[config.mk]
export PLATFORM = sky130hd
export DESIGN_NAME = utf8_to_utf16_transcoder
export DESIGN_NICKNAME = d
export VERILOG_FILES = /design/src/hw/rtl/utt_pkg.sv /design/src/hw/rtl/utt_front.sv /design/src/hw/rtl/utt_queue.sv /design/src/hw/rtl/utt_back.sv /design/src/hw/rtl/utf8_to_utf16_transcoder.sv
export SDC_FILE = /design/constraint.sdc
export NUM_CORES = 1
export LEC_CHECK = 0
export BUFFER_PORTS_ARGS = -buffer_cell sky130_fd_sc_hd__buf_2
export CORE_MARGIN = 2
export CORE_UTILIZATION = 57
export CTS_BUF_LIST = sky130_fd_sc_hd__clkbuf_4
export CTS_CLUSTER_DIAMETER = 200
export DETAILED_ROUTE_END_ITERATION = 7
export MAX_ROUTING_LAYER = met4
export PLACE_DENSITY_LB_ADDON = 0.3
export REMOVE_ABC_BUFFERS = 1
export SLEW_MARGIN = 0
export SYNTH_ARGS = -nofsm -noshare
export SYNTH_HDL_FRONTEND = slang
export SYNTH_HIERARCHICAL = 1
export SYNTH_SLANG_ARGS = --single-unit
export TNS_END_PERCENT = 100
[constraint.sdc]
create_clock -name clk -period 7.43 [get_ports clk]
set_clock_uncertainty 0.15 [all_clocks]
set_input_delay 1.8575 -clock clk [delete_from_list [all_inputs] [get_ports clk]]
set_output_delay 1.8575 -clock clk [all_outputs]
set_load 0.1 [all_outputs]
[src/hw/rtl/utt_pkg.sv]
// Shared types and constants for the UTF-8 to UTF-16 transcoder.
package utt_pkg;

  localparam int unsigned QUEUE_DEPTH = 4;

  localparam logic [20:0] CP_MAX_BMP   = 21'h00FFFF;
  localparam logic [20:0] CP_MAX       = 21'h10FFFF;
  localparam logic [20:0] CP_MIN_2B    = 21'h000080;
  localparam logic [20:0] CP_MIN_3B    = 21'h000800;
  localparam logic [20:0] CP_MIN_4B    = 21'h010000;
  localparam logic [5:0]  HI_SURR_TAG  = 6'b110110;
  localparam logic [5:0]  LO_SURR_TAG  = 6'b110111;

  // Sequence length codes
  localparam logic [2:0] SEQ_NONE = 3'd0;
  localparam logic [2:0] SEQ_TWO  = 3'd2;
  localparam logic [2:0] SEQ_THREE = 3'd3;
  localparam logic [2:0] SEQ_FOUR = 3'd4;

  typedef enum logic [1:0] {
    STAT_OK        = 2'd0,
    STAT_BAD_START = 2'd1,
    STAT_BAD_SEQ   = 2'd2,
    STAT_CAPACITY  = 2'd3
  } utt_status_t;

  typedef struct packed {
    logic [7:0] data_byte;
    logic       last_of_string;
  } utt_in_t;

  typedef struct packed {
    logic [15:0] code_unit;
    utt_status_t status;
    logic [31:0] unit_count;
    logic        last_of_run;
    logic        end_of_string;
  } utt_out_t;

  // One decoded character or one error, queued between front and back
  typedef struct packed {
    utt_status_t status;
    logic        pair;
    logic [15:0] unit_hi;
    logic [15:0] unit_lo;
    logic [31:0] count;
    logic        eos;
  } utt_entry_t;

endpackage

[src/hw/rtl/utt_front.sv]
// Front end: accepts bytes, decodes UTF-8, checks errors and capacity, queues characters.
module utt_front (
  input  logic                clk,
  input  logic                rst_n,
  input  logic                in_valid,
  output logic                in_stall,
  input  utt_pkg::utt_in_t    in_data,
  input  logic                cfg_valid,
  output logic                cfg_ready,
  input  logic [31:0]         cfg_data,
  input  logic                q_full,
  output logic                q_push,
  output utt_pkg::utt_entry_t q_entry
);
  import utt_pkg::*;

  logic [31:0] limit_r;
  logic [20:0] partial_r, partial_nxt;
  logic [1:0]  need_r, need_nxt;
  logic [2:0]  seqlen_r, seqlen_nxt;
  logic [31:0] units_r, units_nxt;
  logic        discard_r, discard_nxt;

  logic        accept;
  logic [7:0]  b;
  logic        last;
  utt_status_t st;
  logic        done;
  logic [20:0] cp;
  logic [20:0] shifted;
  logic [32:0] total;
  logic [19:0] v;
  logic        big;

  assign cfg_ready = 1'b1;
  assign in_stall  = q_full;
  assign accept    = in_valid && !in_stall;
  assign b         = in_data.data_byte;
  assign last      = in_data.last_of_string;

  // Limit register
  always_ff @(posedge clk) begin
    if (!rst_n) begin
      limit_r <= 32'hFFFF_FFFF;
    end else if (cfg_valid && cfg_ready) begin
      limit_r <= cfg_data;
    end
  end

  // Decode one byte and work out the next string state
  always_comb begin
    partial_nxt = partial_r;
    need_nxt    = need_r;
    seqlen_nxt  = seqlen_r;
    units_nxt   = units_r;
    discard_nxt = discard_r;
    st          = STAT_OK;
    done        = 1'b0;
    cp          = '0;
    shifted     = {partial_r[14:0], b[5:0]};
    q_push      = 1'b0;
    q_entry     = '0;
    big         = 1'b0;
    total       = '0;
    v           = '0;

    if (accept) begin
      if (discard_r) begin
        // Drop bytes until the string ends
        if (last) begin
          discard_nxt = 1'b0;
          partial_nxt = '0;
          need_nxt    = '0;
          seqlen_nxt  = SEQ_NONE;
          units_nxt   = '0;
        end
      end else begin
        if (need_r == 2'd0) begin
          if (b[7] == 1'b0) begin
            cp   = {13'd0, b};
            done = 1'b1;
          end else if (b[7:5] == 3'b110) begin
            partial_nxt = {16'd0, b[4:0]};
            need_nxt    = 2'd1;
            seqlen_nxt  = SEQ_TWO;
          end else if (b[7:4] == 4'b1110) begin
            partial_nxt = {17'd0, b[3:0]};
            need_nxt    = 2'd2;
            seqlen_nxt  = SEQ_THREE;
          end else if (b[7:3] == 5'b11110) begin
            partial_nxt = {18'd0, b[2:0]};
            need_nxt    = 2'd3;
            seqlen_nxt  = SEQ_FOUR;
          end else begin
            st = STAT_BAD_START;
          end
        end else if (b[7:6] != 2'b10) begin
          st = STAT_BAD_SEQ;
        end else begin
          partial_nxt = shifted;
          need_nxt    = need_r - 2'd1;
          if (need_r == 2'd1) begin
            cp = shifted;
            case (seqlen_r)
              SEQ_TWO:   st = (cp >= CP_MIN_2B) ? STAT_OK : STAT_BAD_SEQ;
              SEQ_THREE: st = (cp >= CP_MIN_3B && cp <= CP_MAX_BMP) ? STAT_OK : STAT_BAD_SEQ;
              default:   st = (cp >= CP_MIN_4B && cp <= CP_MAX) ? STAT_OK : STAT_BAD_SEQ;
            endcase
            done = (st == STAT_OK);
          end
        end

        if (st == STAT_OK && !done && last) begin
          st = STAT_BAD_SEQ;
        end

        // Capacity check on the running unit count
        big   = cp > CP_MAX_BMP;
        total = {1'b0, units_r} + (big ? 33'd2 : 33'd1);
        if (st == STAT_OK && done && total > {1'b0, limit_r}) begin
          st = STAT_CAPACITY;
        end

        v = cp[19:0] - 20'h10000;

        if (st != STAT_OK) begin
          // Report the error and drop the rest of the string
          q_push          = 1'b1;
          q_entry.status  = st;
          q_entry.count   = units_r;
          q_entry.eos     = 1'b1;
          partial_nxt     = '0;
          need_nxt        = '0;
          seqlen_nxt      = SEQ_NONE;
          units_nxt       = '0;
          discard_nxt     = !last;
        end else if (done) begin
          q_push          = 1'b1;
          q_entry.status  = STAT_OK;
          q_entry.pair    = big;
          q_entry.unit_hi = {HI_SURR_TAG, v[19:10]};
          q_entry.unit_lo = big ? {LO_SURR_TAG, v[9:0]} : cp[15:0];
          q_entry.count   = total[31:0];
          q_entry.eos     = last;
          partial_nxt     = '0;
          seqlen_nxt      = SEQ_NONE;
          units_nxt       = last ? 32'd0 : total[31:0];
          if (last) begin
            need_nxt = '0;
          end
        end
      end
    end
  end

  // String state registers
  always_ff @(posedge clk) begin
    if (!rst_n) begin
      partial_r <= '0;
      need_r    <= '0;
      seqlen_r  <= SEQ_NONE;
      units_r   <= '0;
      discard_r <= 1'b0;
    end else begin
      partial_r <= partial_nxt;
      need_r    <= need_nxt;
      seqlen_r  <= seqlen_nxt;
      units_r   <= units_nxt;
      discard_r <= discard_nxt;
    end
  end

endmodule

[src/hw/rtl/utt_queue.sv]
// Small flop-based queue between the decoder and the output stage.
module utt_queue #(
  parameter int unsigned DEPTH = 4,
  parameter int unsigned WIDTH = 8
) (
  input  logic             clk,
  input  logic             rst_n,
  input  logic             push,
  input  logic [WIDTH-1:0] wr_data,
  input  logic             pop,
  output logic [WIDTH-1:0] rd_data,
  output logic             full,
  output logic             empty
);
  localparam int unsigned PW = (DEPTH > 1) ? $clog2(DEPTH) : 1;
  localparam int unsigned CW = $clog2(DEPTH + 1);

  logic [WIDTH-1:0] mem_r [DEPTH];
  logic [PW-1:0]    wr_ptr_r, wr_ptr_nxt;
  logic [PW-1:0]    rd_ptr_r, rd_ptr_nxt;
  logic [CW-1:0]    count_r, count_nxt;

  assign full    = (count_r == CW'(DEPTH));
  assign empty   = (count_r == '0);
  assign rd_data = mem_r[rd_ptr_r];

  // Advance pointers and count
  always_comb begin
    wr_ptr_nxt = wr_ptr_r;
    rd_ptr_nxt = rd_ptr_r;
    count_nxt  = count_r;
    if (push) begin
      wr_ptr_nxt = (wr_ptr_r == PW'(DEPTH - 1)) ? '0 : wr_ptr_r + PW'(1);
    end
    if (pop) begin
      rd_ptr_nxt = (rd_ptr_r == PW'(DEPTH - 1)) ? '0 : rd_ptr_r + PW'(1);
    end
    if (push && !pop) begin
      count_nxt = count_r + CW'(1);
    end else if (pop && !push) begin
      count_nxt = count_r - CW'(1);
    end
  end

  always_ff @(posedge clk) begin
    if (!rst_n) begin
      wr_ptr_r <= '0;
      rd_ptr_r <= '0;
      count_r  <= '0;
    end else begin
      wr_ptr_r <= wr_ptr_nxt;
      rd_ptr_r <= rd_ptr_nxt;
      count_r  <= count_nxt;
    end
  end

  // Storage
  always_ff @(posedge clk) begin
    if (push) begin
      mem_r[wr_ptr_r] <= wr_data;
    end
  end

endmodule

[src/hw/rtl/utt_back.sv]
// Back end: expands queued characters into UTF-16 result items in an output register.
module utt_back (
  input  logic                clk,
  input  logic                rst_n,
  input  logic                q_empty,
  input  utt_pkg::utt_entry_t q_entry,
  output logic                q_pop,
  output logic                out_valid,
  input  logic                out_stall,
  output utt_pkg::utt_out_t   out_data
);
  import utt_pkg::*;

  logic     out_valid_r, out_valid_nxt;
  utt_out_t out_data_r, out_data_nxt;
  logic     phase_r, phase_nxt;
  logic     load;
  logic     first_half;

  assign out_valid  = out_valid_r;
  assign out_data   = out_data_r;
  assign load       = !out_valid_r || !out_stall;
  assign first_half = q_entry.pair && !phase_r;

  // Pick the next item from the queue head
  always_comb begin
    out_valid_nxt = out_valid_r;
    out_data_nxt  = out_data_r;
    phase_nxt     = phase_r;
    q_pop         = 1'b0;
    if (load) begin
      out_valid_nxt = !q_empty;
      if (!q_empty) begin
        out_data_nxt.status = q_entry.status;
        if (first_half) begin
          out_data_nxt.code_unit     = q_entry.unit_hi;
          out_data_nxt.unit_count    = q_entry.count - 32'd1;
          out_data_nxt.last_of_run   = 1'b0;
          out_data_nxt.end_of_string = 1'b0;
          phase_nxt                  = 1'b1;
        end else begin
          out_data_nxt.code_unit     = q_entry.unit_lo;
          out_data_nxt.unit_count    = q_entry.count;
          out_data_nxt.last_of_run   = 1'b1;
          out_data_nxt.end_of_string = q_entry.eos;
          phase_nxt                  = 1'b0;
          q_pop                      = 1'b1;
        end
      end
    end
  end

  always_ff @(posedge clk) begin
    if (!rst_n) begin
      out_valid_r <= 1'b0;
      phase_r     <= 1'b0;
    end else begin
      out_valid_r <= out_valid_nxt;
      phase_r     <= phase_nxt;
    end
  end

  // Hold payload while stalled
  always_ff @(posedge clk) begin
    out_data_r <= out_data_nxt;
  end

endmodule

[src/hw/rtl/utf8_to_utf16_transcoder.sv]
// Top level of the UTF-8 to UTF-16 transcoder.
//
//  channel | direction | handshake           | payload
//  in_     | input     | in_valid/in_stall   | utt_in_t: data_byte, last_of_string
//  out_    | output    | out_valid/out_stall | utt_out_t: code_unit, status, unit_count,
//          |           |                     |   last_of_run, end_of_string
//  cfg_    | input     | cfg_valid/cfg_ready | cfg_data: output_limit
//
// One byte is taken per cycle while the character queue has room; a result item
// reaches out_data through the queue entry and then the output register. The
// output register sends one item per cycle while out_stall is low, so a surrogate
// pair leaves as two items; the FIFO_DEPTH-character queue absorbs that and out_stall.
// Synchronous active-low reset clears string state, the queue and the output
// valid, and sets output_limit to all ones. cfg_ready is always high.
module utf8_to_utf16_transcoder #(
  parameter int unsigned FIFO_DEPTH = utt_pkg::QUEUE_DEPTH
) (
  input  logic              clk,
  input  logic              rst_n,
  input  logic              in_valid,
  output logic              in_stall,
  input  utt_pkg::utt_in_t  in_data,
  output logic              out_valid,
  input  logic              out_stall,
  output utt_pkg::utt_out_t out_data,
  input  logic              cfg_valid,
  output logic              cfg_ready,
  input  logic [31:0]       cfg_data
);
  import utt_pkg::*;

  logic       q_full, q_empty, q_push, q_pop;
  utt_entry_t q_wr_entry, q_rd_entry;

  utt_front u_front (
    .clk       (clk),
    .rst_n     (rst_n),
    .in_valid  (in_valid),
    .in_stall  (in_stall),
    .in_data   (in_data),
    .cfg_valid (cfg_valid),
    .cfg_ready (cfg_ready),
    .cfg_data  (cfg_data),
    .q_full    (q_full),
    .q_push    (q_push),
    .q_entry   (q_wr_entry)
  );

  utt_queue #(
    .DEPTH (FIFO_DEPTH),
    .WIDTH ($bits(utt_entry_t))
  ) u_queue (
    .clk     (clk),
    .rst_n   (rst_n),
    .push    (q_push),
    .wr_data (q_wr_entry),
    .pop     (q_pop),
    .rd_data (q_rd_entry),
    .full    (q_full),
    .empty   (q_empty)
  );

  utt_back u_back (
    .clk       (clk),
    .rst_n     (rst_n),
    .q_empty   (q_empty),
    .q_entry   (q_rd_entry),
    .q_pop     (q_pop),
    .out_valid (out_valid),
    .out_stall (out_stall),
    .out_data  (out_data)
  );

endmodule

Word-level counts from Yosys, hierarchy flattened

Memory sizes are Yosys's and may differ from the RTL's. A register that Yosys moved wholly into a read port is not among the register bits.
Index checks and enable logic that the tools add are counted.

Output and inout port bits: 55
RAM bits: 272
Memories: 1
Bits of input ports: 46
Flip-flop bits (word level): 146
Logic and storage cells: 183

Memory list:

| name          | words | width | rd ports | clocked after memory_dff | wr ports | RTL line        | source |
|---|---|---|---|---|---|---|---|
| u_queue.mem_r | 4     | 68    | 1        | 1                        | 1        | utt_queue.sv:18 | `logic [WIDTH-1:0] mem_r [DEPTH];` |

Eq/ne operators: 14
Muxes and demuxes: 100
$lt $le $gt $ge: 7
Bitwise operators: 1
Reductions and logical operators: 36
Add/subtract/negate cells: 8

Operator list:

| cell                                                   | count |
|---|---|
| two-way mux 32 bit                                     | 5 |
| two-way mux 15 bit                                     | 10 |
| two-way mux 68 bit                                     | 2 |
| two-way mux 21 bit                                     | 5 |
| two-way mux 2 bit                                      | 39 |
| two-way mux 33 bit                                     | 2 |
| two-way mux 66 bit                                     | 1 |
| two-way mux 34 bit                                     | 1 |
| adder 32 x 33 -> 33 bit                                | 1 |
| > comparator 33 x 32 -> 1 bit                          | 1 |
| two-way mux 3 bit                                      | 11 |
| two-way mux 16 bit                                     | 2 |
| subtractor 32 x 1 -> 32 bit (second input constant)    | 1 |
| >= comparator 21 x 12 -> 1 bit (second input constant) | 1 |
| >= comparator 21 x 17 -> 1 bit (second input constant) | 1 |
| >= comparator 21 x 8 -> 1 bit (second input constant)  | 1 |
| > comparator 21 x 16 -> 1 bit (second input constant)  | 1 |
| <= comparator 21 x 16 -> 1 bit (second input constant) | 1 |
| <= comparator 21 bit (second input constant)           | 1 |
| two-way mux 1 bit                                      | 20 |
| subtractor 20 x 17 -> 20 bit (second input constant)   | 1 |
| logical AND 1 bit                                      | 10 |
| AND reduction 5 bit                                    | 2 |
| zero test 1 bit                                        | 9 |
| 26 further kinds                                       | 37 |

Depth between registers and ports, before layout

Gate-level depths: netlist (run 1).

Depth in word-level cells: 35
Mapped depth: 27
Mapped depth without buffers: 25

Cells and area by module

Netlist (run 1), hierarchy kept.

By module, submodules not included:

| module    | cells each | times used | area each (sq um) | sequential area each (sq um) |
|---|---|---|---|---|
| utt_queue | 400        | 1          | 10293.6           | 8348.0 |
| utt_front | 747        | 1          | 5884.4            | 1701.6 |
| utt_back  | 207        | 1          | 2493.6            | 1601.5 |

Worst setup path before layout (run 1)

OpenSTA, ideal clock, no wires.

Path type: input port to flip-flop
Start: input in_data[7] (netlist name)
End: memory u_queue/mem_r[0][4] (netlist name) (data pin)
Cell stages on the path: 24
Data required time: 7024 ps
Data arrival time: 6980 ps
Setup slack: 45 ps
Setup time: 256 ps
Path buffers: 2
Cells stage by stage: buf_2 -> nand2b_4 -> nor3_4 -> nand2_1 -> nor3_1 -> o21ai_0 -> a22oi_2 -> ha_1 -> fa_1 -> and4_1 -> nor3b_2 -> and2_1 -> nand2_1 -> and2_1 -> or2_2 -> ha_1 -> a21oi_1 -> o21ai_0 -> a2111oi_0 -> nand4_1 -> a21oi_2 -> o21ai_4 -> buf_4 -> o41ai_1

RTL lines:

| what            | RTL line                       | source |
|---|---|---|
| start, declared | utf8_to_utf16_transcoder.sv:22 | `input utt_pkg::utt_in_t in_data,` |
| end, declared   | utt_queue.sv:18                |  |

==> results.md, run 1 <==
- Cts bufs inserted: 101
- Final Net Count: 1672
- Fin crit share: 94.2%
- Row count: 66
- Synthesized cell area: 0.0187 mm²
- Synth area leader: edfxtp_1
- Total negative slack: 0 ps
- Chip width: roughly 180 µm
- Via count of the first global-routing pass: 11600
- Post-CTS Hold Buffers: 0
- Synth top cells by count: edfxtp_1, nand2_1, dfxtp_1
- Initial core utilization: 57.7%
- WL final: 40.3 mm
- Clk_lat worst skew: 770 ps
- Design Area, Final: 0.0215 mm²
- Asr flop ratio synth: 0%
- Max H-tree Level: 3
- Post-synthesis sequential area ratio: 62.4%
- CTS tree: done
- Netlist cell types: 80
- Clock share of power: ~25%
- Crit path max-delay cell type: or4_1
- Minimum clock period: roughly 7000 ps
- Final hold violations: 0
- Max-cap viol count: 0
- Worst Path Max Fanout: 9
- Post-detail-place hpwl: roughly 27 mm
- Pwr/cell area: 355 mW/mm²
- Reg power frac: 40.4%
- GP Congestion: 0.963
- Worst path max stage delay: 490 ps
- Setup slack at placement: -418 ps
- Total gr overflow: 0
- Critical Path RT: 7890 ps
- GRT Total Usage: approximately 25%
- Post-CTS setup buffer count: 0
- Total power: roughly 7.6 mW
- Synth Area per Inst: between 10 and 15 µm²
- CP endpoint kind: flop
- Pins Over Slew Limit: 0
- Mapped Cells: 1354
- RSZ-0062 raised after global routing: no
- Clk buf depth: 3
- EDFF count, synth: 324
- Yosys reg bits: 420
- Synth Flop Type: edfxtp_1
- Lkg Pwr: 8.25 nW
- Setup crit start kind: primary input
- Internal power: about 4.6 mW
- Top cell type's share of synthesized area: 52.1%
- DIE AREA: 0.0342 mm²
- NetSw: 3.00 mW
- Clock Sink Count: 420
- Area Overhead vs Synth: 14.9%
- Clk root buf: clkbuf_4
- Dpl cell area: 0.0201 mm²
- # DRC: 0
- Worst hold-check path type: flop to flop
- Combinational Power Share: around a third
- Slew @ Worst Pin: about 1200 ps
- Initial antenna violation count: 3
- Synth area leaders: edfxtp_1, dfxtp_1, mux4_2
- Vias/cell: roughly 5.7
- Final setup vio count: 0
- Count leader, synth: edfxtp_1
- Max VDD drop: 286 µV
- Reg clk slew, reported paths: about 60 ps
- Avg WL per Cell: around 19 µm
- First-pass GRT wire length: around 63 mm
- Core area: roughly 0.032 mm²
- Net Sw Frac: 39.5%
- Largest net degree at the start of global routing: 68
- Relative slew slack: a little over a fifth
- Arr. time, crit path: between 7000 and 8000 ps
- Yosys warns: 6
- DR pass1 iterations: 5
- # IOs: 101
- Final Worst Setup Slack: 428 ps
- Via count: approximately 12000
- Max Freq: 0.143 GHz
- Iteration-0 DRC count of the detailed router: approximately 1000
- Share of cells above drive strength 1: about 28%
- Kind of critical path: primary input to flop
- Post-route ant nets: 0
- Status: complete, no violations
- Core Util, Final: around two thirds
- Die Y: approximately 180 µm
- IO buf count: 99
[critical path: cells and delay by family]
kind	cells	cell delay, ps
adder cells (fa/ha/maj)	3	730
AO/OA/AOI/OAI	8	1850
AND/OR/NAND/NOR	10	2390
buffers and inverters	4	630
[cell type report]
type | count | area (µm²)
flip-flops and latches | 420 | 11700
fillers | 2393 | 10900
multi-input cells | 798 | 6390
repair buffers | 193 | 1240
clock buffers | 151 | 1130
well taps | 442 | 553
inverters | 65 | 244
clock inverters | 38 | 236
diodes | 3 | 7.51
[timing repair]
action                     4_1_cts  5_1_grt
hold endpoints to repair         0        0
gates resized for setup          0        5
setup endpoints to repair        0       14
[flip-flops by register name, indices dropped and copies added (netlist names), 3 cells and up, named ones only]
name and flops:
u_back/out_data 52, u_front/limit_r 32, u_front/partial_r 15, u_front/seqlen_r 3, u_front/units_r 32, u_queue/count_r 3, u_queue/mem_r 272
[per-layer routing]
layer / share of wire, % / global-route usage (%) / routed length (µm)
met5: 0 / - / 0
met4: 1.7 / 8.03 / 673
met2: 46 / 36.4 / 18400
met1: 45 / 35.3 / 18100
met3: 7.8 / 4.97 / 3140
[cells in the final DEF, fill, tap and decap left out, types with 44 or more instances in the layout]
| cell | instances |
|---|---|
| buf_2 | 99 |
| buf_4 | 91 |
| clkbuf_4 | 151 |
| dfxtp_1 | 94 |
| edfxtp_1 | 324 |
| ha_1 | 45 |
| inv_1 | 65 |
| mux4_2 | 68 |
| nand2_1 | 171 |
| nor2_1 | 46 |
| o21ai_0 | 44 |
[cells by family after synthesis]
| group | after synthesis | synth area share [%] |
|---|---|---|
| AOI/OAI and AO/OA | 204 | 7.81 |
| and+or+nand+nor | 413 | 11.7 |
| other | 2 | 0.0402 |
| muxes | 77 | 8.68 |
| DFF | 420 | 62.4 |
| xor gates and xnor gates | 54 | 2.53 |
| buffers and inverters | 137 | 3.63 |
| adders and majority gates | 47 | 3.23 |
[power groups by stage]
stage | clock network (mW) | registers (mW) | logic, mW
3_3_place_gp | 0 | 3.13 | 2.59
3_5_place_dp | 0 | 3.14 | 2.62
4_1_cts | 1.98 | 3.09 | 2.63
2_1_floorplan | 0 | 4.30 | 0.926
5_1_grt | 2.09 | 3.12 | 2.74
6_report | 1.92 | 3.08 | 2.61
[metrics by stage]
step | instances | hold slack (ps)
after floorplan | 1283 | 272
after global placement | 1918 | 281
after detailed placement | 1918 | 285
after CTS | 2107 | 295
after global routing | 2110 | 316
final | 2110 | 295
[path summary, 6_finish.rpt]
path / startpoint / end / slack (ps) / cells after the start
worst max-delay path: in_data[4] / u_queue/mem_r[3][5] / 430 / 25
worst min-delay path: u_front/units_r[13] / u_front/units_r[13] / 300 / 2
worst max register to register: u_front/need_r[0] / u_queue/mem_r[3][5] / 960 / 27
worst min register to register: u_front/units_r[13] / u_front/units_r[13] / 300 / 2
No activity file was read; power rests on OpenSTA's default activity.
==> run 2: changes to the inputs <==
--- a/config.mk
+++ b/config.mk
@@ -11,6 +11,7 @@
 export CTS_BUF_LIST = sky130_fd_sc_hd__clkbuf_4
 export CTS_CLUSTER_DIAMETER = 200
 export DETAILED_ROUTE_END_ITERATION = 7
+export GPL_TIMING_DRIVEN = 0
 export MAX_ROUTING_LAYER = met4
 export PLACE_DENSITY_LB_ADDON = 0.3
 export REMOVE_ABC_BUFFERS = 1
==> constraint.sdc (replaced) <==
create_clock -name clk -period 7.43 [get_ports clk]
set_clock_uncertainty 0.15 [all_clocks]
set_input_delay 0.743 -clock clk [delete_from_list [all_inputs] [get_ports clk]]
set_output_delay 0.743 -clock clk [all_outputs]
set_load 0.1 [all_outputs]
==> run 2 against run 1 <==
Critical path depth unchanged. Global-route usage down 0.61 points. First-iteration DRC count down 3.1%. Largest power group unchanged. Highest routed layer unchanged.
==> results.md, run 2 (same netlist as run 1, synthesis figures left out) <==
- IO buf count: 99
- DIE AREA: between 0.03 and 0.04 mm²
- Reg clk slew, reported paths: 70 ps
- Core area: around 0.032 mm²
- Clk buf depth: 3
- DR pass1 iterations: 6
- Status: complete, no violations
- Cts bufs inserted: roughly 100
- Die Y: 185 µm
- Final setup vio count: 0
- Dpl cell area: 0.0196 mm²
- Area Overhead vs Synth: 13.8%
- Total power: 7.66 mW
- Post-detail-place hpwl: approximately 25 mm
- Minimum clock period: 7170 ps
- Max H-tree Level: 3
- Pwr/cell area: 360 mW/mm²
- WL final: 39.1 mm
- Post-route ant nets: 0
- Row count: between 60 and 70
- Via count: 11800
- Via count of the first global-routing pass: 11600
- Final Net Count: 1605
- Worst hold-check path type: primary input to flop
- Setup slack at placement: -2300 ps
- Final hold violations: 0
- Clk_lat worst skew: 790 ps
- # DRC: 0
- Setup crit start kind: flop
- Avg WL per Cell: 19.1 µm
- Vias/cell: 5.75
- Clk root buf: clkbuf_4
- First-pass GRT wire length: roughly 62 mm
- Slew @ Worst Pin: 1400 ps
- Most frequent cells in the layout: edfxtp_1, nand2_1, clkbuf_4, buf_2, dfxtp_1
- Critical Path RT: approximately 7800 ps
- Max reg flops: about 270
- Cell mode on critical path: ha_1
- Initial core utilization: between 50 and 60%
- Final Worst Setup Slack: 257 ps
- GRT Total Usage: 24.3%
- Largest net degree at the start of global routing: 64
- Share of cells above drive strength 1: approximately 25%
- Max Freq: 0.139 GHz
- Clock Sink Count: 420
- Lkg Pwr: 7.98 nW
- Chip width: 185 µm
- CP endpoint kind: flop
- Design Area, Final: 0.0212 mm²
- Relative slew slack: 6.68%
- Worst path max stage delay: 500 ps
- GP Congestion: 0.929
- Reg with most FFs: u_queue/mem_r
- Total gr overflow: 0
- CTS tree: done
- Arr. time, crit path: 7510 ps
- Pins Over Slew Limit: 0
- Max VDD drop: 246 µV
- Initial antenna violation count: 2
- Max-cap viol count: 0
- Fin crit share: 96.5%
- Worst Path Max Fanout: 10
- # IOs: just over 100
- Crit path max-delay cell type: or4_1
- Iteration-0 DRC count of the detailed router: just under 1000
- Most common cell after layout, fill and taps aside: edfxtp_1
- Kind of critical path: flop to flop
==> run 2: cell count changes in the layout (fill, tap and decap cells not counted), moves of 4 or more <==
| cell | change |
|---|---|
| and2_4 | +4 |
| o31ai_1 | -4 |
| buf_4 | -84 |
| clkinv_1 | +8 |
| buf_16 | +7 |
| and2_2 | -4 |
| o31ai_2 | +4 |
| dlygate4sd3_1 | +5 |
==> run 2: layout make-up <==
class	instances	area, µm²
sequential	420	11700
fill	2391	11100
multi-input combinational	799	6530
clock buffer	148	1110
timing repair buffer	123	867
tap	442	553
clock inverter	46	273
inverter	65	248
timing repair inverter	1	5.00
antenna	2	5.00
==> run 2: routing by layer <==
metal | wire length [µm] | up-vias | GRT usage [%] | part of all wire (%)
met5 | 0 | - | - | 0
met4 | 927 | 0 | 10.4 | 2.4
met3 | 2810 | 66 | 4.25 | 7.2
met2 | 18200 | 467 | 36.2 | 46
met1 | 17200 | 5705 | 33.2 | 44
li1 | - | 5530 | - | -
==> run 2: power by group <==
| part | internal (mW) | switching [mW] |
|---|---|---|
| sequential | 2.93 | 0.144 |
| combinational | 0.686 | 1.97 |
| clock | 1.03 | 0.903 |
| total | 4.64 | 3.02 |
==> run 2: repair_timing <==
| item | in CTS | in global routing |
|---|---|---|
| gates cloned | 2 | 0 |
| pin swaps | 5 | 3 |
| gates resized for setup | 14 | 13 |
| hold endpoints to repair | 5 | 0 |
| setup endpoints to repair | 296 | 205 |
| setup buffers | 5 | 3 |
| hold buffers | 5 | 0 |
==> run 2: stage by stage <==
stage	cells	utilization, %	setup TNS [ps]	hold slack [ps]
3_3_place_gp	1824	59.6	-392460	285
2_1_floorplan	1283	-	0	272
4_1_cts	2041	65.4	0	0.197
3_5_place_dp	1835	60.5	-402710	287
6_report	2046	65.6	0	52.0
5_1_grt	2046	65.6	-121	37.1
==> run 2: final timing paths <==
check | startpoint | endpoint | slack (ps) | cells past startpoint
min | cfg_data[26] | u_front/limit_r[26] | 50 | 3
min reg2reg | u_front/units_r[13] | u_front/units_r[13] | 300 | 2
max | u_front/need_r[1] | u_queue/mem_r[2][28] | 260 | 25
max reg2reg | u_front/need_r[1] | u_queue/mem_r[2][28] | 260 | 25
==> run 2: critical path: cells and delay by family (launching register included) <==
kind / cells / cell delay, ps
simple gates: 11 / 3070
compound gates: 7 / 1820
fa+ha+maj: 4 / 1030
buf+inv: 3 / 460
flops: 1 / 340
